===== src/hw/rtl/zrlt_pkg.sv =====
// ----------------------------------------------------------------------------
// zrlt_pkg
// Types, token codes and the zigzag scan table of the run-length tokenizer.
// ----------------------------------------------------------------------------
`default_nettype none

package zrlt_pkg;

  localparam int unsigned BLOCK_LEN  = 64;
  localparam int unsigned POS_W      = 6;
  localparam int unsigned COEF_W     = 16;

  localparam logic [1:0] KIND_DC  = 2'd0;
  localparam logic [1:0] KIND_AC  = 2'd1;
  localparam logic [1:0] KIND_ZRL = 2'd2;
  localparam logic [1:0] KIND_EOB = 2'd3;

  localparam logic [POS_W-1:0] POS_FIRST = 6'd0;
  localparam logic [POS_W-1:0] POS_LAST  = 6'd63;
  localparam logic [POS_W-1:0] AC_FIRST  = 6'd1;

  typedef struct packed {
    logic signed [15:0] coef;
    logic               new_component;
  } item_t;

  typedef struct packed {
    logic [1:0]         kind;
    logic [3:0]         zero_run;
    logic signed [15:0] value;
    logic               last;
  } token_t;

  // Token offered by the scanner to the output register.
  typedef struct packed {
    logic   valid;
    token_t tok;
  } emit_t;

  // Raster address of each zigzag position.
  localparam logic [POS_W-1:0] ZZ_ORDER [BLOCK_LEN] = '{
     6'd0,  6'd1,  6'd8, 6'd16,  6'd9,  6'd2,  6'd3, 6'd10,
    6'd17, 6'd24, 6'd32, 6'd25, 6'd18, 6'd11,  6'd4,  6'd5,
    6'd12, 6'd19, 6'd26, 6'd33, 6'd40, 6'd48, 6'd41, 6'd34,
    6'd27, 6'd20, 6'd13,  6'd6,  6'd7, 6'd14, 6'd21, 6'd28,
    6'd35, 6'd42, 6'd49, 6'd56, 6'd57, 6'd50, 6'd43, 6'd36,
    6'd29, 6'd22, 6'd15, 6'd23, 6'd30, 6'd37, 6'd44, 6'd51,
    6'd58, 6'd59, 6'd52, 6'd45, 6'd38, 6'd31, 6'd39, 6'd46,
    6'd53, 6'd60, 6'd61, 6'd54, 6'd47, 6'd55, 6'd62, 6'd63
  };

endpackage

`default_nettype wire


===== src/hw/rtl/zigzag_run_length_tokenizer_unit.sv =====
// ----------------------------------------------------------------------------
// zigzag_run_length_tokenizer_unit
// Turns 8x8 blocks of quantized coefficients into DC and run-length tokens.
// ----------------------------------------------------------------------------
// Usage:
// Coefficients arrive on the item channel, 64 per block in raster order.
// Setting new_component on the first coefficient of a block clears the DC
// predictor before the difference is formed; on other coefficients it is
// ignored. Tokens leave on the token channel through one output register.
// The first coefficient yields the DC token in the cycle after its transfer.
// Coefficients 2 to 63 yield nothing and are taken one per cycle. The 64th
// coefficient starts the zigzag scan: the scanner reads each of the 63 AC
// coefficients from the store and then evaluates it; a nonzero value gets a
// sixteen-zero token per full run of sixteen zeros before it, then its own
// token. The scan ends with the end-of-block token. The item channel stalls
// for the whole scan, and on a first coefficient while an unaccepted token
// still sits in the output register. When the receiver stalls, the output
// register holds its token and the scanner waits to emit its next token.
// Reset empties the output register, returns the scanner to idle, zeroes
// the DC predictor and the coefficient position.
// ----------------------------------------------------------------------------
`default_nettype none

module zigzag_run_length_tokenizer_unit (
  input  wire logic            clk,
  input  wire logic            rst,
  input  wire logic            item_valid,
  output logic                 item_stall,
  input  wire zrlt_pkg::item_t item,
  output logic                 token_valid,
  input  wire logic            token_stall,
  output zrlt_pkg::token_t     token
);

  logic [5:0]        load_count;
  logic [15:0]       dc_predictor;
  logic              accept;
  logic              first_pos;
  logic              out_free;
  logic [15:0]       dc_base;
  logic              scan_busy;
  logic              rd_en;
  logic [5:0]        rd_addr;
  logic [15:0]       rdata;
  zrlt_pkg::emit_t   emit;
  zrlt_pkg::token_t  dc_tok;

  assign first_pos  = (load_count == zrlt_pkg::POS_FIRST);
  assign out_free   = !token_valid || !token_stall;
  // A first coefficient writes the output register, so it needs room there.
  assign item_stall = scan_busy || (first_pos && !out_free);
  assign accept     = item_valid && !item_stall;

  // DC difference against the previous block, wrapping modulo 2^16.
  assign dc_base         = item.new_component ? 16'd0 : dc_predictor;
  assign dc_tok.kind     = zrlt_pkg::KIND_DC;
  assign dc_tok.zero_run = 4'd0;
  assign dc_tok.value    = $signed(item.coef - dc_base);
  assign dc_tok.last     = 1'b1;

  always_ff @(posedge clk) begin
    if (rst) begin
      load_count   <= '0;
      dc_predictor <= '0;
    end else if (accept) begin
      load_count <= load_count + 6'd1;
      if (first_pos) begin
        dc_predictor <= item.coef;
      end
    end
  end

  zrlt_ram #(
    .WIDTH (zrlt_pkg::COEF_W),
    .DEPTH (zrlt_pkg::BLOCK_LEN)
  ) u_store (
    .clk   (clk),
    .we    (accept),
    .waddr (load_count),
    .wdata (item.coef),
    .re    (rd_en),
    .raddr (rd_addr),
    .rdata (rdata)
  );

  // The scan starts once the last coefficient of the block is in the store.
  zrlt_scan u_scan (
    .clk      (clk),
    .rst      (rst),
    .start    (accept && (load_count == zrlt_pkg::POS_LAST)),
    .out_free (out_free),
    .rdata    (rdata),
    .rd_en    (rd_en),
    .rd_addr  (rd_addr),
    .emit     (emit),
    .busy     (scan_busy)
  );

  // Output register. The scanner and a first coefficient never load it in
  // the same cycle, since items stall while the scan runs.
  always_ff @(posedge clk) begin
    if (rst) begin
      token_valid <= 1'b0;
    end else if (emit.valid || (accept && first_pos)) begin
      token_valid <= 1'b1;
    end else if (!token_stall) begin
      token_valid <= 1'b0;
    end
  end

  always_ff @(posedge clk) begin
    if (emit.valid) begin
      token <= emit.tok;
    end else if (accept && first_pos) begin
      token <= dc_tok;
    end
  end

endmodule

`default_nettype wire


===== src/hw/rtl/zrlt_ram.sv =====
// ----------------------------------------------------------------------------
// zrlt_ram
// Generic single-write, single-read RAM with a registered read port.
// ----------------------------------------------------------------------------
`default_nettype none

module zrlt_ram #(
  parameter int unsigned WIDTH = 16,
  parameter int unsigned DEPTH = 64
) (
  input  wire logic                     clk,
  input  wire logic                     we,
  input  wire logic [$clog2(DEPTH)-1:0] waddr,
  input  wire logic [WIDTH-1:0]         wdata,
  input  wire logic                     re,
  input  wire logic [$clog2(DEPTH)-1:0] raddr,
  output logic [WIDTH-1:0]              rdata
);

  logic [WIDTH-1:0] mem [DEPTH];

  always_ff @(posedge clk) begin
    if (we) begin
      mem[waddr] <= wdata;
    end
    if (re) begin
      rdata <= mem[raddr];
    end
  end

endmodule

`default_nettype wire


===== src/hw/rtl/zrlt_scan.sv =====
// ----------------------------------------------------------------------------
// zrlt_scan
// Sequencer that walks the stored block in zigzag order and forms AC, zero-run and end-of-block tokens.
// ----------------------------------------------------------------------------
`default_nettype none

module zrlt_scan (
  input  wire logic              clk,
  input  wire logic              rst,
  input  wire logic              start,
  input  wire logic              out_free,
  input  wire logic [15:0]       rdata,
  output logic                   rd_en,
  output logic [5:0]             rd_addr,
  output zrlt_pkg::emit_t        emit,
  output logic                   busy
);

  localparam logic [1:0] S_IDLE = 2'd0;
  localparam logic [1:0] S_READ = 2'd1;
  localparam logic [1:0] S_EVAL = 2'd2;
  localparam logic [1:0] S_EOB  = 2'd3;

  logic [1:0] state, state_next;
  logic [5:0] idx, idx_next;
  logic [5:0] run, run_next;
  logic       is_zero;
  logic       long_run;

  assign is_zero  = (rdata == 16'd0);
  assign long_run = (run[5:4] != 2'd0);
  assign busy     = (state != S_IDLE);
  assign rd_en    = (state == S_READ);
  assign rd_addr  = zrlt_pkg::ZZ_ORDER[idx];

  always_comb begin
    state_next = state;
    idx_next   = idx;
    run_next   = run;
    emit       = '0;
    unique case (state)
      S_IDLE: begin
        if (start) begin
          state_next = S_READ;
          idx_next   = zrlt_pkg::AC_FIRST;
          run_next   = '0;
        end
      end
      S_READ: begin
        state_next = S_EVAL;
      end
      S_EVAL: begin
        if (is_zero) begin
          run_next   = run + 6'd1;
          state_next = (idx == zrlt_pkg::POS_LAST) ? S_EOB : S_READ;
          idx_next   = idx + 6'd1;
        end else if (out_free) begin
          emit.valid = 1'b1;
          if (long_run) begin
            // A full run of sixteen zeros goes out before the value.
            emit.tok.kind     = zrlt_pkg::KIND_ZRL;
            emit.tok.zero_run = 4'd15;
            run_next          = run - 6'd16;
          end else begin
            emit.tok.kind     = zrlt_pkg::KIND_AC;
            emit.tok.zero_run = run[3:0];
            emit.tok.value    = $signed(rdata);
            run_next          = '0;
            state_next        = (idx == zrlt_pkg::POS_LAST) ? S_EOB : S_READ;
            idx_next          = idx + 6'd1;
          end
        end
      end
      S_EOB: begin
        if (out_free) begin
          emit.valid     = 1'b1;
          emit.tok.kind  = zrlt_pkg::KIND_EOB;
          emit.tok.last  = 1'b1;
          state_next     = S_IDLE;
        end
      end
      default: state_next = S_IDLE;
    endcase
  end

  always_ff @(posedge clk) begin
    if (rst) begin
      state <= S_IDLE;
      idx   <= '0;
      run   <= '0;
    end else begin
      state <= state_next;
      idx   <= idx_next;
      run   <= run_next;
    end
  end

endmodule

`default_nettype wire


===== config.mk =====
export PLATFORM = sky130hd
export DESIGN_NAME = zigzag_run_length_tokenizer_unit
export DESIGN_NICKNAME = d
export VERILOG_FILES = /design/src/hw/rtl/zrlt_pkg.sv /design/src/hw/rtl/zigzag_run_length_tokenizer_unit.sv /design/src/hw/rtl/zrlt_ram.sv /design/src/hw/rtl/zrlt_scan.sv
export SDC_FILE = /design/constraint.sdc
export NUM_CORES = 1
export LEC_CHECK = 0
export ABC_AREA = 1
export BUFFER_PORTS_ARGS = -buffer_cell sky130_fd_sc_hd__buf_2
export CORE_UTILIZATION = 38
export CTS_BUF_LIST = sky130_fd_sc_hd__clkbuf_16
export CTS_CLUSTER_DIAMETER = 60
export CTS_CLUSTER_SIZE = 20
export DETAILED_ROUTE_END_ITERATION = 10
export HOLD_SLACK_MARGIN = 0.12
export PLACE_DENSITY = 0.63
export SYNTH_ARGS = -nofsm -noshare
export SYNTH_HDL_FRONTEND = slang
export SYNTH_SLANG_ARGS = --single-unit

===== constraint.sdc =====
create_clock -name clk -period 3.4 [get_ports clk]
set_input_delay 0.68 -clock clk [delete_from_list [all_inputs] [get_ports clk]]
set_output_delay 0.68 -clock clk [all_outputs]
set_load 0.01 [all_outputs]

* Word-level counts from Yosys, hierarchy flattened
Memory sizes are Yosys's and may differ from the RTL's. A register that Yosys moved wholly into a read port is not among the register bits.
Cells that the tools add are included.
** Word-level totals
- Bits in registers :: 60
- Memory bits (writable) :: 1024
- Memory bits (read-only) :: 384
- Output and inout bits :: 25
- Word-level logic and storage cells :: 86
- Memories :: 2
** Operators by class
- $add $sub $neg :: 5
- $lt $le $gt $ge :: 1
- Eq/ne operators :: 10
- Mux-type cells :: 35
- Bitwise operators :: 1
- Reductions and logical operators :: 22
** Memory list
- u_store.mem :: depth 64, bits a word 16, rd ports 1, clocked after memory_dff 1, wr ports 1, RTL line zrlt_ram.sv:20 : logic [WIDTH-1:0] mem [DEPTH];
- (no name shown) :: depth 64, bits a word 6, rd ports 1, clocked after memory_dff 0, wr ports 0, RTL line zrlt_scan.sv:34 : assign rd_addr = zrlt_pkg::ZZ_ORDER[idx];
** Operators with widths (number)
- $mux 23 :: 4
- $mux 6 :: 11
- $mux 16 :: 2
- $pmux 6 s2 :: 2
- $mux 20 :: 1
- $add 6x1->6 const B :: 3
- $logic_not 16->1 :: 1
- $sub 16x16->16 :: 1
- $eq 6x6->1 const B :: 2
- $mux 2 :: 6
- $pmux 2 s4 :: 1
- $reduce_and 4->1 :: 2
- $reduce_bool 2->1 :: 4
- $ge 7x7->1 const B :: 1
- $not 6->7 :: 1
- $logic_not 6->1 :: 1
- $mux 1 :: 6
- $ne 3x2->1 const B :: 2
- $pmux 3 s2 :: 1
- $sub 6x5->6 const B :: 1
- $eq 2x2->1 const B :: 2
- $logic_and 1x1->1 :: 4
- $logic_not 1->1 :: 4
- $ne 2x1->1 const B :: 2
- other kinds (7) :: 9

* Longest topological paths before layout
- Word-level depth :: 10
- Depth in mapped cells :: 20
- Depth with buffers taken out :: 18

* Cells and area by module
A second synthesis with hierarchy kept.
** Unflattened totals
- Cells, all modules :: 4272
- Area total of the unflattened synthesis :: 47051.4 sq um
** By module, submodules not included
- zrlt_ram :: instances 1, cells each 3517, area each 42259.3 sq um, sequential area each 31230.0 sq um
- zigzag_run_length_tokenizer_unit :: instances 1, cells each 449, area each 2999.1 sq um, sequential area each 1151.1 sq um
- zrlt_scan :: instances 1, cells each 306, area each 1793.0 sq um, sequential area each 280.3 sq um

* Worst setup path before layout
OpenSTA, ideal clock, no wires.
- Path type :: input port to flip-flop
- Start :: input token_stall
- End :: memory u_store.mem[63][0], enable pin
- Setup time :: 0.412 ns
- Arrival :: 2.576 ns
- Data required time :: 2.988 ns
- Slack :: 0.413 ns
- Cell stages on the path :: 7
- Path buffers :: 0
- Cell sequence :: nand2_1 -> inv_1 -> nand4_1 -> nand3_2 -> inv_2 -> nand2_1 -> nor3_1
** Between the ends
- Cells in the longest elaborated chain, start to end :: 9
** RTL lines
- start, declared :: RTL line zigzag_run_length_tokenizer_unit.sv:31 : input wire logic token_stall,
- $logic_not 1->1
- $logic_or 1x1->1 :: RTL line zigzag_run_length_tokenizer_unit.sv:49 : assign out_free = !token_valid || !token_stall;
- $logic_not 1->1 :: RTL line zigzag_run_length_tokenizer_unit.sv:51 : assign item_stall = scan_busy || (first_pos && !out_free);
- $logic_and 1x1->1 :: RTL line zigzag_run_length_tokenizer_unit.sv:51
- $logic_or 1x1->1 :: RTL line zigzag_run_length_tokenizer_unit.sv:51
- $logic_not 1->1 :: RTL line zigzag_run_length_tokenizer_unit.sv:52 : assign accept = item_valid && !item_stall;
- $logic_and 1x1->1 :: RTL line zigzag_run_length_tokenizer_unit.sv:52
- $mux 1 :: RTL line zrlt_ram.sv:23 : if (we) begin
- $mux 1 (implied by the code) :: RTL line zrlt_ram.sv:24 : mem[waddr] <= wdata;
- end, declared :: RTL line zrlt_ram.sv:20
No other way between the ends.

* Final worst setup path
- Start :: register u_scan.idx[0]
- End :: register u_store.rdata[9], read port of u_store.mem, data pin
** Between the ends
- Cells in the longest elaborated chain, start to end :: 4
** RTL lines
- start, declared :: RTL line zrlt_scan.sv:25 : logic [5:0] idx, idx_next;
- start signal, assigned :: RTL line zrlt_scan.sv:93 : idx <= idx_next;
- $not 6->7 (implied by the code) :: RTL line zrlt_scan.sv:34
- $mem_v2 64x6
- $mux 6 (implied by the code) (2 in a row) :: RTL line zrlt_scan.sv:34
- end, declared :: RTL line zrlt_ram.sv:17 : output logic [WIDTH-1:0] rdata
No other way between the ends. The select of a mux whose other input is x is not followed.
A chain may end at the register's enable or synchronous reset.

==> impl_metrics.csv <==
group,metric,value,unit
place,place_congestion,0.897,
synth,ys_seq_elements,1100,
synth,syn_area,49400,µm²
finish,final_cell_mix,"edfxtp_1, nand3_1, nand2_1",
setup_path,slowest_delay,0.34,ns
sta,hold_viol_final,0,
pwr,p_clk_share,34.8,%
min_path,hold_end,"u_store.mem[22][4]",
synth,synth-seq-area-share,66.2,%
route,vias,34100,
sta,slew_viol_final,0,
setup_path,critPathSlowestCell,"dfxtp_1",
synth,yosys_most_used_dff,"edfxtp_1",
finish,fin_cells,6419,
grt,grt_pass1_vias,31900,
synth,yosys_warnings,0,
synth,synth_fa_ha_area_share,0.902,%
place,place_ws,0.0492,ns
floorplan,start_util,38.5,%
synth,yosys.area_share.simple,23.1,%
place,port_buffers,45,
synth,synth_fp_nets,4575,
sta,period_needed,3.32,ns
synth,muxShareOfSynthArea,0,%
place,hpwl,87.3,mm
grt,gr-usage-all-layers,21.7,%
clock_network,cts_tree,"yes",
pwr,p_sw_share,31.5,%
floorplan,ios,46,
finish,layout_commonest_cell,"edfxtp_1",
pwr,leakage,0.0211,µW
route,drt.antenna.violating_nets,0,
pwr,power_frac_seq,44.6,%
sta,fin_ws,0.0805,ns
synth,ys_types,42,
pwr,p_per_area,605,nW/µm²
route,first_iter_violations,4057,
finish,fin_nets,4666,
synth,synth-xor-area-share,0.142,%
pwr,combPwrFrac,20.6,%
pwr,irDropWorstVdd,0.000430,V
floorplan,placementRows,131,
finish,drive_gt1_share,10.4,%
outcome,outcome,"complete, no violations",
synth,syn_inst,4519,
pwr,p_int,23200,µW
clock_network,clk_pin_slew_worst_paths,0.07,ns
min_path,holdCritStartpoint,"item[5]",
setup_path,start_kind,"register",
synth,async_flop_share,0,%
clock_network,cts_max_level,3,
setup_path,critical_path_class,"register to register",
route,viasPerCell,5.31,
sta,fmax,301,MHz
clock_network,cts_buffer_depth,3,
floorplan,fp.dieArea,131000,µm²
finish,filler_cell_count,11800,
clock_network,cts.sinks,1100,
setup_path,rr_worst_depth,16,
pwr,p_sw,10700,µW
sta,period_share,97.6,%
synth,synth-edff-count,1063,
setup_path,required,3.83,ns
sta,worst_pin_slew,1.03,ns
clock_network,cts-root-buf,"clkbuf_16",
setup_path,reg2reg_slack,0.08,ns
clock_network,insertion_delay,0.71,ns
route,wl_per_cell,22.4,µm
sta,setup_viol,0,
setup_path,reg2reg_from,"u_scan.idx[0]",
route,routed_wl,144,mm
grt,grt_max_degree,81,
floorplan,core,128000,µm²
finish,antenna_cells,0,
grt,antenna_found_initial,4,
setup_path,path_cells,"inv_2 -> ha_1 -> inv_1 -> nand2_1 -> nand3_1 -> nand3_1 -> nand3_4 -> buf_12 -> buf_16 -> nand3b_1 -> nand3_1 -> nand3_1 -> nand3_2 -> nand3_1 -> nand3_1 -> nand2_1",
setup_path,cp_data_arrival_time,3.75,ns
setup_path,end_kind,"register",
grt,grt_pass1_wl,212,mm
route,first_pass_iters,6,
min_path,hp-class,"input port to register",
synth,avgSynthCellArea,10.9,µm²
floorplan,die-height,362,µm
clock_network,numCtsBuffers,94,
place,dp_cells,6236,
min_path,hold_depth,1,
synth,synth_top_family_by_area,"simple AND/OR/NAND/NOR gates",
sta,fin_skew,0.0600,ns
setup_path,critPathMostFrequentCell,"nand3_1",
clock_network,cts_hold_buf,0,
finish,area_delta_synth_final,13.6,%
sta,slew_headroom,31.2,%
job,drv_cap,0,
sta,rsz0062_at_grt,"true",
synth,synth-compound-area-share,2.17,%
floorplan,die_w,362,µm
setup_path,reg2reg_to,"u_store.rdata[9]",
grt,grt_overflow,0,
route,drcViolationCount,0,
setup_path,cp_max_fo,80,
-- repair_timing --
item	in CTS	in global routing
endpoints found under the setup margin	0	9
endpoints found under the hold margin	0	0
resized for setup	0	17
setup buffers	0	7
-- worst max-delay path, delay by kind of cell (launching register included) --
family                     cells  cell delay [ns]
and+or+nand+nor               11             1.53
buffers and inverters          4             0.74
DFF                            1             0.34
adders and majority gates      1             0.34
-- area by class of cell --
class | instances | area (µm²) | share of cell area [%]
Inverter | 591 | 2230 | 3.98
Clock inverter | 80 | 1000 | 1.78
Sequential cell | 1100 | 32700 | 58.2
Clock buffer | 96 | 2400 | 4.28
Tap cell | 1729 | 2160 | 3.86
Multi-Input combinational cell | 2547 | 13100 | 23.4
Timing Repair Buffer | 276 | 2530 | 4.51
-- sequential cells by signal, indices dropped and copies added, names as in the netlist --
name and count:
token_valid 1, dc_predictor 16, u_scan.idx 6, u_scan.run 6, token 23, load_count 6, u_store.mem 1024, u_store.rdata 16
u_scan.state 2
-- metal layers --
layer	track usage, %	vias to the layer above	share of wire, %
li1	-	15800	-
met1	30.5	16700	43
met2	33.3	1374	45
met3	4.21	208	8.6
met4	7.75	2	3.4
met5	0	-	0.0083
-- cell families after synthesis --
family,Yosys count
xor gates and xnor gates,8
AOI/OAI and AO/OA,199
buffers and inverters,872
and+or+nand+nor,2305
adders and majority gates,35
DFF,1100
-- cell usage after synthesis (5+ instances only) --
master       n  area (µm²)
clkbuf_1    32         120
o22ai_1      8        50.1
buf_1       18        67.6
dfxtp_1     37         741
nand4_1     13        81.3
buf_6       11         124
a211oi_1     5        37.5
edfxtp_1  1063       31900
nor3_1      12        60.1
nand2_1    828        3110
nor2_1      92         345
nand3_1    966        4830
ha_1        34         425
o21ai_1     33         165
inv_2       11        41.3
inv_1      577        2170
buf_4       35         263
buf_2      184         921
o21ai_0     72         360
a21oi_1     63         315
nand3b_1   384        2880
xnor2_1      5        43.8
-- worst max path at each step --
stage / to / depth (start not counted) / from
final: u_store.rdata[9] / 16 / u_scan.idx[0]
after global routing: u_store.rdata[9] / 18 / u_scan.idx[1]
after CTS: u_store.rdata[9] / 18 / u_scan.idx[0]
after detailed placement: u_store.rdata[9] / 18 / u_scan.idx[0]
after global placement: u_store.rdata[9] / 18 / u_scan.idx[0]
after floorplan: u_store.mem[63][0] / 7 / token_stall
-- power groups by stage --
stage | clock network (µW) | registers, µW | logic [µW]
after floorplan | 0 | 15400 | 4000
after global placement | 0 | 15400 | 6750
after detailed placement | 0 | 15400 | 6830
after CTS | 12000 | 15100 | 6850
after global routing | 12500 | 15100 | 7560
final | 11800 | 15100 | 7000
-- per-stage QoR --
| stage | total power (µW) | setup TNS [ns] | instance area, µm² | hold slack (ns) | utilization (%) |
|---|---|---|---|---|---|
| 6_report | 34000 | 0 | 56100 | 0.401 | 43.8 |
| 5_1_grt | 35200 | -0.0234 | 56100 | 0.391 | 43.8 |
| 4_1_cts | 34000 | 0 | 55900 | 0.380 | 43.6 |
| 3_5_place_dp | 22300 | 0 | 52500 | 0.455 | 41.0 |
| 3_3_place_gp | 22200 | 0 | 52500 | 0.454 | 41.0 |
| 2_1_floorplan | 19400 | 0 | 49400 | 0.430 | - |
Power figures use the tool's default switching activity.
